--- src/hdl/ofd_pkg.sv ---
// ----------------------------------------------------------------------------
// ofd_pkg
// Shared types, constants and the frame decode function of the OOK
// Manchester frame decoder.
// ----------------------------------------------------------------------------
package ofd_pkg;

  // Frame geometry
  localparam int FRAME_BITS   = 56;
  localparam int NIBBLES      = FRAME_BITS / 4;
  localparam int PAIR_HALVES  = 2 * FRAME_BITS;
  localparam int HALF_STOP    = 116;
  localparam int HALF_DEPTH   = 117;
  localparam int HALF_W       = $clog2(HALF_DEPTH + 1);

  // Token queue between classifier and collector
  localparam int QUEUE_DEPTH  = 4;
  localparam int QUEUE_AW     = $clog2(QUEUE_DEPTH);

  // Configuration port
  localparam int CFG_IDX_W    = 3;
  localparam int CFG_DATA_W   = 16;

  // Register reset values
  localparam logic [15:0] SHORT_LEN_RST  = 16'd640;
  localparam logic [15:0] LONG_LEN_RST   = 16'd1280;
  localparam logic [15:0] PULSE_TOL_RST  = 16'd250;
  localparam logic [15:0] SYNC_LEN_RST   = 16'd4550;
  localparam logic [15:0] SYNC_TOL_RST   = 16'd900;
  localparam logic [15:0] MIN_PULSES_RST = 16'd100;

  localparam logic [15:0] PULSE_COUNT_MAX = 16'hFFFF;

  typedef enum logic [CFG_IDX_W-1:0] {
    REG_SHORT_LEN  = 3'd0,
    REG_LONG_LEN   = 3'd1,
    REG_PULSE_TOL  = 3'd2,
    REG_SYNC_LEN   = 3'd3,
    REG_SYNC_TOL   = 3'd4,
    REG_MIN_PULSES = 3'd5
  } ofd_reg_t;

  typedef enum logic [1:0] {
    PH_SEARCH  = 2'd0,
    PH_COLLECT = 2'd1,
    PH_STOPPED = 2'd2
  } ofd_phase_t;

  // One classified pulse
  typedef struct packed {
    logic level;
    logic is_sync;
    logic is_short;
    logic is_long;
    logic last;
  } ofd_token_t;

  typedef struct packed {
    logic                  ok;
    logic [FRAME_BITS-1:0] key;
  } ofd_try_t;

  // Decode one try: offset into the half-symbols and polarity
  function automatic ofd_try_t ofd_try(input logic [HALF_DEPTH-1:0] halves,
                                       input logic off,
                                       input logic inv,
                                       input logic [HALF_W-1:0] hc);
    ofd_try_t              r;
    logic [HALF_DEPTH-1:0] hs;
    logic [FRAME_BITS-1:0] f;
    logic [FRAME_BITS-1:0] d;
    logic [3:0]            ck;
    logic                  pairs_ok;
    logic                  enough;
    hs = off ? (halves >> 1) : halves;
    pairs_ok = 1'b1;
    for (int i = 0; i < FRAME_BITS; i++) begin
      pairs_ok = pairs_ok & (hs[2*i] ^ hs[2*i+1]);
      // low,high is a one at normal polarity
      f[FRAME_BITS-1-i] = inv ? hs[2*i] : hs[2*i+1];
    end
    d = f ^ (f >> 8);
    ck = 4'd0;
    for (int n = 0; n < NIBBLES; n++) begin
      ck = ck ^ d[4*n +: 4];
    end
    enough = {1'b0, hc} >= ((HALF_W+1)'(PAIR_HALVES) + {{HALF_W{1'b0}}, off});
    r.ok  = pairs_ok && (ck == 4'd0) && enough;
    r.key = d;
    return r;
  endfunction

endpackage

--- src/hdl/ofd_ifs.sv ---
// ----------------------------------------------------------------------------
// ofd_ifs
// Channel interfaces: pulse input, configuration write and result output.
// ----------------------------------------------------------------------------
interface ofd_pulse_if;
  logic        valid;
  logic        ready;
  logic        level;
  logic [15:0] duration_us;
  logic        capture_end;
  modport source (output valid, level, duration_us, capture_end, input ready);
  modport sink   (input valid, level, duration_us, capture_end, output ready);
endinterface

interface ofd_cfg_if;
  logic                           valid;
  logic                           ready;
  logic [ofd_pkg::CFG_IDX_W-1:0]  index;
  logic [ofd_pkg::CFG_DATA_W-1:0] data;
  modport source (output valid, index, data, input ready);
  modport sink   (input valid, index, data, output ready);
endinterface

interface ofd_result_if;
  logic        valid;
  logic        ready;
  logic        frame_ok;
  logic [3:0]  command;
  logic [15:0] rolling_code;
  logic [23:0] address;
  logic [55:0] frame_key;
  modport source (output valid, frame_ok, command, rolling_code, address, frame_key,
                  input ready);
  modport sink   (input valid, frame_ok, command, rolling_code, address, frame_key,
                  output ready);
endinterface

--- src/hdl/ook_manchester_frame_decoder.sv ---
// ----------------------------------------------------------------------------
// ook_manchester_frame_decoder
// OOK Manchester 56-bit frame decoder: pulse classifier, token queue and
// half-symbol collector with frame decode.
// ----------------------------------------------------------------------------
// Feed one pulse per transfer; the block takes one pulse every clock cycle
// while the queue has room. The classifier compares each pulse with the sync,
// short and long windows and pushes a token into a four-deep queue; the
// collector takes one token a cycle unless held and builds up to 117
// half-symbols. When nothing stalls, the pulse marked capture_end yields one
// result: the queue registers it, the collector takes it at the head and
// snapshots the capture status, and the parallel decode of all four tries
// loads the result register, where the result waits. While a result waits
// and a further capture end is pending decode, the collector holds and the
// queue absorbs up to four pulses before the input stalls.
module ook_manchester_frame_decoder (
  input  logic         clk,
  input  logic         rst,
  ofd_pulse_if.sink    pulses,
  ofd_cfg_if.sink      cfg,
  ofd_result_if.source results
);
  import ofd_pkg::*;

  ofd_token_t  f_tok;
  logic        f_valid;
  logic        f_ready;
  ofd_token_t  q_tok;
  logic        q_valid;
  logic        q_ready;
  logic [15:0] min_pulses;

  ofd_front u_front (
    .clk        (clk),
    .rst        (rst),
    .pulses     (pulses),
    .cfg        (cfg),
    .tok        (f_tok),
    .tok_valid  (f_valid),
    .tok_ready  (f_ready),
    .min_pulses (min_pulses)
  );

  ofd_queue u_queue (
    .clk       (clk),
    .rst       (rst),
    .in_tok    (f_tok),
    .in_valid  (f_valid),
    .in_ready  (f_ready),
    .out_tok   (q_tok),
    .out_valid (q_valid),
    .out_ready (q_ready)
  );

  ofd_back u_back (
    .clk        (clk),
    .rst        (rst),
    .tok        (q_tok),
    .tok_valid  (q_valid),
    .tok_ready  (q_ready),
    .min_pulses (min_pulses),
    .results    (results)
  );

endmodule

--- src/hdl/ofd_front.sv ---
// ----------------------------------------------------------------------------
// ofd_front
// Configuration registers and pulse classifier: each accepted pulse becomes
// a token that says which length window it falls in.
// ----------------------------------------------------------------------------
module ofd_front (
  input  logic               clk,
  input  logic               rst,
  ofd_pulse_if.sink          pulses,
  ofd_cfg_if.sink            cfg,
  output ofd_pkg::ofd_token_t tok,
  output logic               tok_valid,
  input  logic               tok_ready,
  output logic [15:0]        min_pulses
);
  import ofd_pkg::*;

  logic [15:0] short_len;
  logic [15:0] long_len;
  logic [15:0] pulse_tol;
  logic [15:0] sync_len;
  logic [15:0] sync_tol;

  logic [15:0] d_short;
  logic [15:0] d_long;
  logic [15:0] d_sync;
  logic [15:0] dur;

  // Take writes at any time
  assign cfg.ready = 1'b1;

  // Register file
  always_ff @(posedge clk) begin
    if (rst) begin
      short_len  <= SHORT_LEN_RST;
      long_len   <= LONG_LEN_RST;
      pulse_tol  <= PULSE_TOL_RST;
      sync_len   <= SYNC_LEN_RST;
      sync_tol   <= SYNC_TOL_RST;
      min_pulses <= MIN_PULSES_RST;
    end else if (cfg.valid) begin
      case (ofd_reg_t'(cfg.index))
        REG_SHORT_LEN:  short_len  <= cfg.data;
        REG_LONG_LEN:   long_len   <= cfg.data;
        REG_PULSE_TOL:  pulse_tol  <= cfg.data;
        REG_SYNC_LEN:   sync_len   <= cfg.data;
        REG_SYNC_TOL:   sync_tol   <= cfg.data;
        REG_MIN_PULSES: min_pulses <= cfg.data;
        default: ;
      endcase
    end
  end

  // Distance of the pulse length to each nominal length
  assign dur     = pulses.duration_us;
  assign d_short = (dur > short_len) ? dur - short_len : short_len - dur;
  assign d_long  = (dur > long_len)  ? dur - long_len  : long_len - dur;
  assign d_sync  = (dur > sync_len)  ? dur - sync_len  : sync_len - dur;

  // Classify into a token; the queue registers it
  always_comb begin
    tok.level    = pulses.level;
    tok.is_sync  = pulses.level && (d_sync < sync_tol);
    tok.is_short = d_short < pulse_tol;
    tok.is_long  = d_long < pulse_tol;
    tok.last     = pulses.capture_end;
  end

  assign tok_valid    = pulses.valid;
  assign pulses.ready = tok_ready;

endmodule

--- src/hdl/ofd_queue.sv ---
// ----------------------------------------------------------------------------
// ofd_queue
// Short token queue between classifier and collector, so that each side
// stalls on its own.
// ----------------------------------------------------------------------------
module ofd_queue (
  input  logic                clk,
  input  logic                rst,
  input  ofd_pkg::ofd_token_t in_tok,
  input  logic                in_valid,
  output logic                in_ready,
  output ofd_pkg::ofd_token_t out_tok,
  output logic                out_valid,
  input  logic                out_ready
);
  import ofd_pkg::*;

  ofd_token_t            slots [QUEUE_DEPTH];
  logic [QUEUE_AW-1:0]   head;
  logic [QUEUE_AW-1:0]   tail;
  logic [QUEUE_AW:0]     count;
  logic                  push;
  logic                  pop;

  assign in_ready  = count != (QUEUE_AW+1)'(QUEUE_DEPTH);
  assign out_valid = count != '0;
  assign push      = in_valid && in_ready;
  assign pop       = out_valid && out_ready;
  assign out_tok   = slots[head];

  // Store on transfer in
  always_ff @(posedge clk) begin
    if (push) begin
      slots[tail] <= in_tok;
    end
  end

  // Advance pointers and count
  always_ff @(posedge clk) begin
    if (rst) begin
      head  <= '0;
      tail  <= '0;
      count <= '0;
    end else begin
      if (push) tail <= tail + 1'b1;
      if (pop)  head <= head + 1'b1;
      case ({push, pop})
        2'b10:   count <= count + 1'b1;
        2'b01:   count <= count - 1'b1;
        default: count <= count;
      endcase
    end
  end

endmodule

--- src/hdl/ofd_back.sv ---
// ----------------------------------------------------------------------------
// ofd_back
// Half-symbol collector, frame decode stage and result register.
// ----------------------------------------------------------------------------
module ofd_back (
  input  logic                clk,
  input  logic                rst,
  input  ofd_pkg::ofd_token_t tok,
  input  logic                tok_valid,
  output logic                tok_ready,
  input  logic [15:0]         min_pulses,
  ofd_result_if.source        results
);
  import ofd_pkg::*;

  ofd_phase_t            phase;
  ofd_phase_t            phase_step;
  ofd_phase_t            phase_next;
  logic [HALF_W-1:0]     hc;
  logic [HALF_W-1:0]     hc_step;
  logic [HALF_W-1:0]     hc_plus1;
  logic [15:0]           pc;
  logic [15:0]           pc_step;
  logic [HALF_DEPTH-1:0] halves;
  logic                  wr0;
  logic                  wr1;
  logic                  pop;

  logic                  dec_pending;
  logic                  dec_pre;
  logic [HALF_W-1:0]     dec_hc;
  ofd_try_t              t_n0;
  ofd_try_t              t_n1;
  ofd_try_t              t_i0;
  ofd_try_t              t_i1;
  logic                  res_ok;
  logic [FRAME_BITS-1:0] res_key;

  logic                  out_valid;
  logic                  out_ok;
  logic [FRAME_BITS-1:0] out_key;
  logic                  out_load;

  // Take a token unless a decode waits on a full result register
  assign out_load  = !out_valid || results.ready;
  assign tok_ready = !dec_pending || out_load;
  assign pop       = tok_valid && tok_ready;
  assign hc_plus1  = hc + 1'b1;
  assign pc_step   = (pc == PULSE_COUNT_MAX) ? pc : pc + 1'b1;

  // Next phase
  always_comb begin
    phase_step = phase;
    if (pop) begin
      case (phase)
        PH_SEARCH: begin
          if (tok.is_sync) phase_step = PH_COLLECT;
        end
        PH_COLLECT: begin
          if (!tok.is_short && !tok.is_long) begin
            phase_step = PH_STOPPED;
          end else if (hc_step >= HALF_W'(HALF_STOP)) begin
            phase_step = PH_STOPPED;
          end
        end
        PH_STOPPED: phase_step = PH_STOPPED;
        default:    phase_step = PH_SEARCH;
      endcase
    end
    phase_next = (pop && tok.last) ? PH_SEARCH : phase_step;
  end

  // Half-symbol writes and count
  always_comb begin
    wr0     = 1'b0;
    wr1     = 1'b0;
    hc_step = hc;
    if (pop) begin
      case (phase)
        PH_SEARCH: begin
          if (tok.is_sync) hc_step = '0;
        end
        PH_COLLECT: begin
          if (tok.is_short) begin
            wr0     = hc < HALF_W'(HALF_DEPTH);
            hc_step = hc + HALF_W'(wr0);
          end else if (tok.is_long) begin
            wr0     = hc < HALF_W'(HALF_DEPTH);
            wr1     = hc_plus1 < HALF_W'(HALF_DEPTH);
            hc_step = hc + HALF_W'(wr0) + HALF_W'(wr1);
          end
        end
        default: ;
      endcase
    end
  end

  // Collector state
  always_ff @(posedge clk) begin
    if (rst) begin
      phase <= PH_SEARCH;
      hc    <= '0;
      pc    <= '0;
    end else begin
      phase <= phase_next;
      if (pop) begin
        hc <= tok.last ? '0 : hc_step;
        pc <= tok.last ? '0 : pc_step;
      end
    end
  end

  // Half-symbol store
  always_ff @(posedge clk) begin
    for (int j = 0; j < HALF_DEPTH; j++) begin
      if ((wr0 && hc == HALF_W'(j)) || (wr1 && hc_plus1 == HALF_W'(j))) begin
        halves[j] <= tok.level;
      end
    end
  end

  // Snapshot capture status on the last pulse
  always_ff @(posedge clk) begin
    if (pop && tok.last) begin
      dec_pre <= (pc_step >= min_pulses) && (phase_step != PH_SEARCH) &&
                 (hc_step >= HALF_W'(PAIR_HALVES));
      dec_hc  <= hc_step;
    end
  end

  always_ff @(posedge clk) begin
    if (rst) begin
      dec_pending <= 1'b0;
    end else if (pop && tok.last) begin
      dec_pending <= 1'b1;
    end else if (out_load) begin
      dec_pending <= 1'b0;
    end
  end

  // Four tries in priority order
  always_comb begin
    t_n0 = ofd_try(halves, 1'b0, 1'b0, dec_hc);
    t_n1 = ofd_try(halves, 1'b1, 1'b0, dec_hc);
    t_i0 = ofd_try(halves, 1'b0, 1'b1, dec_hc);
    t_i1 = ofd_try(halves, 1'b1, 1'b1, dec_hc);
    res_ok  = dec_pre && (t_n0.ok || t_n1.ok || t_i0.ok || t_i1.ok);
    res_key = '0;
    if (dec_pre) begin
      if (t_n0.ok)      res_key = t_n0.key;
      else if (t_n1.ok) res_key = t_n1.key;
      else if (t_i0.ok) res_key = t_i0.key;
      else if (t_i1.ok) res_key = t_i1.key;
    end
  end

  // Result register
  always_ff @(posedge clk) begin
    if (rst) begin
      out_valid <= 1'b0;
    end else if (out_load) begin
      out_valid <= dec_pending;
    end
  end

  always_ff @(posedge clk) begin
    if (out_load && dec_pending) begin
      out_ok  <= res_ok;
      out_key <= res_key;
    end
  end

  assign results.valid        = out_valid;
  assign results.frame_ok     = out_ok;
  assign results.command      = out_key[47:44];
  assign results.rolling_code = out_key[39:24];
  assign results.address      = out_key[23:0];
  assign results.frame_key    = out_key;

`ifndef NO_ASSERTIONS
  a_hc_bound: assert property (@(posedge clk) disable iff (rst)
    hc <= HALF_W'(HALF_DEPTH))
    else $error("half count beyond store depth");

  a_hold_decode: assert property (@(posedge clk) disable iff (rst)
    dec_pending && !out_load |=> dec_pending && $stable(halves))
    else $error("pending decode lost its half-symbols");

  a_fail_zero: assert property (@(posedge clk) disable iff (rst)
    out_valid && !out_ok |-> out_key == '0)
    else $error("failed frame carries a key");

  a_end_reset: assert property (@(posedge clk) disable iff (rst)
    pop && tok.last |=> phase == PH_SEARCH && hc == '0 && pc == '0)
    else $error("collector not cleared after capture end");
`endif

endmodule
--- src/flat_wrapper.sv ---
// flat-port wrapper written by rule: the top's interface ports become plain ports
module ook_manchester_frame_decoder_flat import ofd_pkg::*;
  (clk, rst, pulses_valid, pulses_level, pulses_duration_us, pulses_capture_end, pulses_ready, cfg_valid, cfg_index, cfg_data, cfg_ready, results_valid, results_frame_ok, results_command, results_rolling_code, results_address, results_frame_key, results_ready);
  ofd_pulse_if pulses_i ();
  ofd_cfg_if cfg_i ();
  ofd_result_if results_i ();
  input  logic clk;
  input  logic rst;
  input wire logic [$bits(pulses_i.valid)-1:0] pulses_valid;
  input wire logic [$bits(pulses_i.level)-1:0] pulses_level;
  input wire logic [$bits(pulses_i.duration_us)-1:0] pulses_duration_us;
  input wire logic [$bits(pulses_i.capture_end)-1:0] pulses_capture_end;
  output wire logic [$bits(pulses_i.ready)-1:0] pulses_ready;
  input wire logic [$bits(cfg_i.valid)-1:0] cfg_valid;
  input wire logic [$bits(cfg_i.index)-1:0] cfg_index;
  input wire logic [$bits(cfg_i.data)-1:0] cfg_data;
  output wire logic [$bits(cfg_i.ready)-1:0] cfg_ready;
  output wire logic [$bits(results_i.valid)-1:0] results_valid;
  output wire logic [$bits(results_i.frame_ok)-1:0] results_frame_ok;
  output wire logic [$bits(results_i.command)-1:0] results_command;
  output wire logic [$bits(results_i.rolling_code)-1:0] results_rolling_code;
  output wire logic [$bits(results_i.address)-1:0] results_address;
  output wire logic [$bits(results_i.frame_key)-1:0] results_frame_key;
  input wire logic [$bits(results_i.ready)-1:0] results_ready;
  assign pulses_i.valid = pulses_valid;
  assign pulses_i.level = pulses_level;
  assign pulses_i.duration_us = pulses_duration_us;
  assign pulses_i.capture_end = pulses_capture_end;
  assign pulses_ready = pulses_i.ready;
  assign cfg_i.valid = cfg_valid;
  assign cfg_i.index = cfg_index;
  assign cfg_i.data = cfg_data;
  assign cfg_ready = cfg_i.ready;
  assign results_valid = results_i.valid;
  assign results_frame_ok = results_i.frame_ok;
  assign results_command = results_i.command;
  assign results_rolling_code = results_i.rolling_code;
  assign results_address = results_i.address;
  assign results_frame_key = results_i.frame_key;
  assign results_i.ready = results_ready;
  ook_manchester_frame_decoder u_core (.clk(clk), .rst(rst), .pulses(pulses_i), .cfg(cfg_i), .results(results_i));
endmodule
--- config.mk ---
export PLATFORM = sky130hd
export DESIGN_NAME = ook_manchester_frame_decoder_flat
export DESIGN_NICKNAME = d
export VERILOG_FILES = /design/src/hdl/ofd_pkg.sv /design/src/hdl/ofd_ifs.sv /design/src/hdl/ook_manchester_frame_decoder.sv /design/src/hdl/ofd_front.sv /design/src/hdl/ofd_queue.sv /design/src/hdl/ofd_back.sv /design/src/flat_wrapper.sv
export SDC_FILE = /design/constraint.sdc
export NUM_CORES = 1
export LEC_CHECK = 0
export BUFFER_PORTS_ARGS = -buffer_cell sky130_fd_sc_hd__clkbuf_2
export CELL_PAD_IN_SITES_DETAIL_PLACEMENT = 1
export CELL_PAD_IN_SITES_GLOBAL_PLACEMENT = 2
export CORE_ASPECT_RATIO = 1.75
export CORE_UTILIZATION = 42
export DETAILED_ROUTE_END_ITERATION = 16
export GPL_TIMING_DRIVEN = 0
export HOLD_SLACK_MARGIN = 0.1
export PLACE_DENSITY = 0.95
export SYNTH_ARGS = -nofsm -noshare
export SYNTH_HDL_FRONTEND = slang
export SYNTH_SLANG_ARGS = --single-unit
--- constraint.sdc ---
create_clock -name clk -period 13.9 [get_ports clk]
set_input_delay 2.78 -clock clk [delete_from_list [all_inputs] [get_ports clk]]
set_output_delay 2.78 -clock clk [all_outputs]
set_load 0.01 [all_outputs]
==> flow_summary.toml, run 1 <==
[run_status]
outcome = "completed"

[floorplan]
rows = 111
die_x_um = 175.8
core_um2 = 52360
initial_core_util = 0.4240
dieArea_um2 = 53820
die_h_um = 306.1
io_pins = 146

[synthesis]
synth-simple-area-share = 0.1422
synth_nets = 2616
synth-compound-area-share = 0.1814
yosysWarnings = 0
synth_top_family_by_area = "compound AO/OA/AOI/OAI gates"
synth_edf_count = 198
ys_ff_latch = 330
syn_avg_cell_area_um2 = 9.258
synth_fa_ha_area_frac = 0.1016
syn_inst = 2398
synthArstFlopShare = 0
synth.area.mux_share = 0.02001
netlist_area_um2 = 22200
synth_seq_area_share = 0.3868
synth_ff_type = "edfxtp_1"
synthXorXnorAreaFrac = 0.1041
synth.distinct_cells = 83

[power_and_ir_drop]
power_w = 0.002934
p_switching_w = 0.0009294
switching_share = 0.3167
peakVddDrop_v = 0.0001004
p_leak_nw = 9.454
power_density_nw_per_um2 = 117.1
power_frac_comb = 0.240
seq_power_share = 0.413
clkPwrFrac = 0.346
p_int_w = 0.002005

[clocking]
clk_latency_ns = 0.56
cts_buffers = 37
hold_buffers = 0
htreeDepth = 2
path_clk_slew_ns = 0.06
cts_resized = 0
cts_setup_buffers = 0
cts_buffer_depth = 3
cts_root_buffer = "clkbuf_16"
cts_tree = "yes"
cts_sinks = 330

[worst_setup_path]
setup.reg_to_reg.worst_slack_ns = 7.77
cp.arrival_ns = 8.57
critPathMostFrequentCell = "o21a_1"
start_kind = "input port"
crit_buf_inv = 5
r2r_start = "u_core.u_front.short_len[0]"
slowest_stage = "a211oi_1"
critical_path_required_ns = 14.06
r2r_cells = 22
criticalPathCategory = "input port to flip-flop"
path_delay_family = "compound AO/OA/AOI/OAI gates"
critical_path_peak_fanout = 10
path_cells = "clkbuf_2 -> inv_1 -> ha_1 -> inv_1 -> fa_1 -> a21o_2 -> a221o_1 -> o311a_4 -> a211oi_4 -> or2_4 -> buf_12 -> buf_6 -> nand2_1 -> nand2_1 -> ha_1 -> a21boi_0 -> o21a_1 -> o21a_1 -> o21a_1 -> o21a_1 -> o21ai_0 -> a211o_1 -> a21oi_1 -> a211oi_1"
slowest_delay_ns = 1.03
rr_endpoint = "u_core.u_queue.slots[0][2]"
endpoint_kind = "flip-flop"

[route]
wirelength_um = 84610
avgViaCountPerCell = 5.794
drt-initial-drc-count = 683
num_vias = 19063
remaining_drc_errors = 0
wire_per_inst_um = 25.72
postRouteAntennaNets = 0
firstDrtPassIters = 5

[sta]
finalClockSkew_ns = 0.02610
grt_setup_unrepaired = "no"
whs_ns = 0.4548
finalCritPeriodShare = 0.6053
max_freq_mhz = 118.9
setup_tns_ns = 0
timing.final.setup_violations = 0
hold_violations = 0
min_period_ns = 8.413
worst_pin_slew_ns = 1.395
drv_slew = 0
finalWorstSetupSlack_ns = 5.487
relSlewSlack = 0.06128

[placed_design]
gp_congestion = 0.9726
port_buffers = 143
place_ws_ns = 5.044
dp_hpwl_um = 68540

[global_routing]
grt_overflow_total = 0
grt_usage = 0.3156
grt_pass1_vias = 20578
antenna_found_initial = 1
grt_max_degree = 114
grt_pass1_wl_um = 125300

[layout]
largest_reg_flops = 113
regMostFlops = "u_core.u_back.halves"
drive_gt1_frac = 0.1218
post-route-util = 0.4787
syn_to_final_growth_pct = 12.89
nets = 2801

[min_path]
hp-class = "flip-flop to flip-flop"
min-delay-start = "u_core.u_front.sync_tol[0]"
min_to = "u_core.u_front.sync_tol[0]"
worstHoldPathCells = 2

[flow_run]
drv_cap = 0
cell usage after synthesis, drive strengths merged, types with 5 or more instances:
cell type	instances	area, um2
a21o	54	409.2
o21ai	69	345.3
clkbuf	88	331.6
nand2	268	1006
nor3	11	55.05
nor2b	68	425.4
o21bai	15	112.6
ha	169	2115
a221o	5	50.05
mux2i	23	230.2
nand2b	15	93.84
fa	7	140.1
and4	10	90.09
o21a	12	90.09
and3	15	97.59
dfxtp	132	2643
a221oi	5	50.04
a211o	16	140.1
xor2	137	1200
inv	152	570.5
nor4	27	168.9
a211oi	11	95.09
o22ai	117	738.2
a21boi	14	105.1
nor2	109	409.1
a22oi	63	473.0
nand4	37	231.5
mux4	5	112.6
and2	11	68.82
nand3b	14	105.1
edfxtp	198	5946
mux2	9	101.4
o211ai	18	145.1
xnor2	127	1112
a31oi	13	81.33
nand3	52	260.3
buf	74	510.5
a21oi	179	895.9
cell families after synthesis:
logic type / after synthesis
AOI/OAI and AO/OA: 621
buffers and inverters: 314
adders and majority gates: 176
muxes: 37
and+or+nand+nor: 655
xor gates and xnor gates: 264
other: 1
DFF: 330
power groups by stage:
| stage | Combinational (W) | Sequential (W) | Clock (W) |
|---|---|---|---|
| floorplan | 0.000437 | 0.00124 | 0 |
| global placement | 0.000670 | 0.00124 | 0 |
| detailed placement | 0.000702 | 0.00123 | 0 |
| CTS | 0.000707 | 0.00121 | 0.00103 |
| global route | 0.000777 | 0.00122 | 0.00106 |
| finish | 0.000706 | 0.00121 | 0.00102 |
layout make-up:
type                       count  area (um2)
inverter                     152       570.5
antenna                        1       2.502
sequential                   330        8588
buffer                       162       842.1
multi-input combinational   1754       12220
timing repair buffer         146       748.2
clock buffer                  46        1042
clock inverter                21       200.2
fill                        6097       27290
tap                          678       848.3
worst max path at each step:
stage,from,endpoint,slack [ns],cells after the start
2_1_floorplan,pulses_duration_us[0],u_core.u_queue.slots[0][2],6.91,23
3_3_place_gp,pulses_duration_us[0],u_core.u_queue.slots[0][2],5.18,24
3_5_place_dp,pulses_duration_us[0],u_core.u_queue.slots[0][2],5.04,24
4_1_cts,pulses_duration_us[0],u_core.u_queue.slots[0][2],5.56,24
5_1_grt,pulses_duration_us[0],u_core.u_queue.slots[0][2],5.24,24
6_report,pulses_duration_us[0],u_core.u_queue.slots[0][2],5.49,24
cell usage in the layout (no fill, tap or decap), types with 26 or more instances in the layout:
cell,netlist,routed
nor2_1,109,109
nor2b_1,68,67
a21o_1,51,51
ha_1,169,169
nand3_1,52,52
a21oi_1,179,179
xnor2_1,127,127
clkbuf_2,1,144
xor2_1,137,137
dfxtp_1,132,132
nand4_1,37,37
clkbuf_16,0,39
clkbuf_1,87,90
edfxtp_1,198,198
o22ai_1,116,116
o21ai_0,63,63
inv_1,151,151
nand2_1,268,268
a22oi_1,63,63
nor4_1,27,26
buf_4,47,48
per-layer routing:
metal  wire [um]  GRT usage
met5          13          0
met4        8985     0.2926
met3        2829    0.03931
met2       46530     0.6197
met1       26260     0.2660
through the flow:
stage / instance area [um2] / cells
after floorplan: 22200 / 2398
after global placement: 23770 / 3219
after detailed placement: 23810 / 3222
after CTS: 25060 / 3289
after global routing: 25060 / 3289
final: 25060 / 3290
worst min-delay path: cells and delay by family, from the launching register on:
family	cells	cell delay (ns)
AND/OR/NAND/NOR	1	0.05
AO/OA/AOI/OAI	1	0.05
flip-flops	1	0.30
(Power assumes the default switching activity.)
==> run 2, diff against run 1 <==
- CORE_UTILIZATION: 42 -> 36
- PLACE_DENSITY: 0.95 -> 0.89
- clock period: 13.9 -> 7.5 ns (I/O delays scaled with it)
==> run 2 against run 1 <==
Effect of this change: global-route usage fell by 5.0 points; setup slack lost 5.1 ns; final area increased by 0.11%; largest cell class unchanged; first-iteration DRC count rose by 7.3%; register-to-register slack worse by 6.3 ns; routed wire length is 2.0% lower; critical path depth unchanged; the flow now finishes with violations (max-capacitance violations, max-slew violations); critical path type unchanged; clock skew decreased by 0.0042 ns.
==> flow_summary.toml, run 2 (synthesized netlist as in run 1, its figures left out) <==
[route]
postRouteAntennaNets = 0
drt-initial-drc-count = 733
num_vias = 18950
firstDrtPassIters = 5
avgViaCountPerCell = 5.578
wire_per_inst_um = 24.40
wirelength_um = 82880
remaining_drc_errors = 0

[floorplan]
core_um2 = 61110
io_pins = 146
die_h_um = 330.5
initial_core_util = 0.3633
die_x_um = 189.7
dieArea_um2 = 62710
rows = 120

[min_path]
worstHoldPathCells = 2
hp-class = "flip-flop to flip-flop"

[worst_setup_path]
critPathMostFrequentCell = "o21a_1"
endpoint_kind = "flip-flop"
path_cells = "clkbuf_2 -> inv_1 -> ha_1 -> inv_1 -> fa_1 -> a21o_2 -> a221o_1 -> o311a_4 -> a211oi_4 -> or2_4 -> buf_12 -> buf_6 -> nand2_1 -> nand2_1 -> ha_1 -> a21boi_0 -> o21a_1 -> o21a_1 -> o21a_1 -> o21a_1 -> o21ai_0 -> a211o_1 -> a21oi_1 -> a211oi_1"
setup.reg_to_reg.worst_slack_ns = 1.43
slowest_stage = "a211oi_1"
slowest_delay_ns = 1.11
start_kind = "input port"
critical_path_required_ns = 7.66
r2r_cells = 22
critical_path_peak_fanout = 10
cp.arrival_ns = 7.23
criticalPathCategory = "input port to flip-flop"

[sta]
finalClockSkew_ns = 0.02191
grt_setup_unrepaired = "no"
min_period_ns = 7.073
drv_slew = 1
worst_pin_slew_ns = 1.488
max_freq_mhz = 141.4
relSlewSlack = -0.001203
hold_violations = 0
finalCritPeriodShare = 0.9430
timing.final.setup_violations = 0
setup_tns_ns = 0

[layout]
nets = 2797
final_cells = 3397
post-route-util = 0.4106
final_cell_mix = "268 x nand2_1, 198 x edfxtp_1, 179 x a21oi_1"
syn_to_final_growth_pct = 13.02
largest_reg_flops = 113
drive_gt1_frac = 0.1171
regMostFlops = "u_core.u_back.halves"
final_common_cell = "nand2_1"
antenna_cells = 0

[global_routing]
grt_overflow_total = 0
grt_max_degree = 114
grt_pass1_wl_um = 123300
antenna_found_initial = 2
grt_pass1_vias = 20272
grt_usage = 0.2653

[clocking]
cts_buffer_depth = 3
cts_buffers = 35
cts_resized = 0
clk_latency_ns = 0.55
cts_root_buffer = "clkbuf_16"
cts_setup_buffers = 0
path_clk_slew_ns = 0.06
cts_tree = "yes"
htreeDepth = 2
hold_buffers = 0
cts_sinks = 330

[power_and_ir_drop]
peakVddDrop_v = 0.0001434
power_density_nw_per_um2 = 212.5
p_leak_nw = 9.396

[run_status]
outcome = "finished, violations left"
violations = "max-capacitance violations, max-slew violations"

[flow_run]
drv_cap = 2

[placed_design]
placed_cells = 3335
dp_hpwl_um = 66600
port_buffers = 143
gp_congestion = 1.067
-- run 2: critical path, delay by kind of cell --
family	cells	cell delay, ns
simple gates	3	0.39
fa+ha+maj	3	0.84
buf+inv	5	0.75
compound gates	13	3.73
-- run 2: where the power goes --
part | leakage [nW] | switching [W] | internal [W] | total (W)
Combinational | 5.95 | 0.000816 | 0.000472 | 0.00129
Clock | 0.559 | 0.000770 | 0.00102 | 0.00179
Sequential | 2.89 | 0.0000814 | 0.00217 | 0.00225
-- run 2: cell type report --
cell class | count | area, um2
plain buffers | 162 | 842.1
clock buffers | 43 | 958.4
clock inverters | 19 | 193.9
fillers | 7084 | 36020
inverters | 152 | 570.5
multi-input cells | 1754 | 12210
flip-flops and latches | 330 | 8588
well taps | 793 | 992.2
repair buffers | 144 | 735.7
-- run 2: worst paths after layout --
check | from | end
max reg2reg | u_core.u_front.short_len[0] | u_core.u_queue.slots[1][2]
max | pulses_duration_us[0] | u_core.u_queue.slots[1][2]
min reg2reg | u_core.u_front.pulse_tol[9] | u_core.u_front.pulse_tol[9]
min | u_core.u_front.pulse_tol[9] | u_core.u_front.pulse_tol[9]
-- run 2: routing by layer --
layer / up-vias / share of wire / GRT usage
met5: - / 0.00041 / 0
met4: 4 / 0.093 / 0.2193
met3: 258 / 0.031 / 0.03475
met2: 534 / 0.55 / 0.5240
met1: 9267 / 0.33 / 0.2342
li1: 8887 / - / -
-- run 2: stage by stage --
step                total power, W  hold WS (ns)  area [um2]  worst slack, ns
finish                    0.005332        0.4589       25090           0.4274
global route              0.005569        0.4830       25090           0.2435
CTS                       0.005376        0.4588       25090           0.3309
detailed placement        0.003574        0.4494       23940          -0.2248
global placement          0.003515        0.4445       23910          -0.1039
floorplan                 0.003108        0.4336       22200            1.786
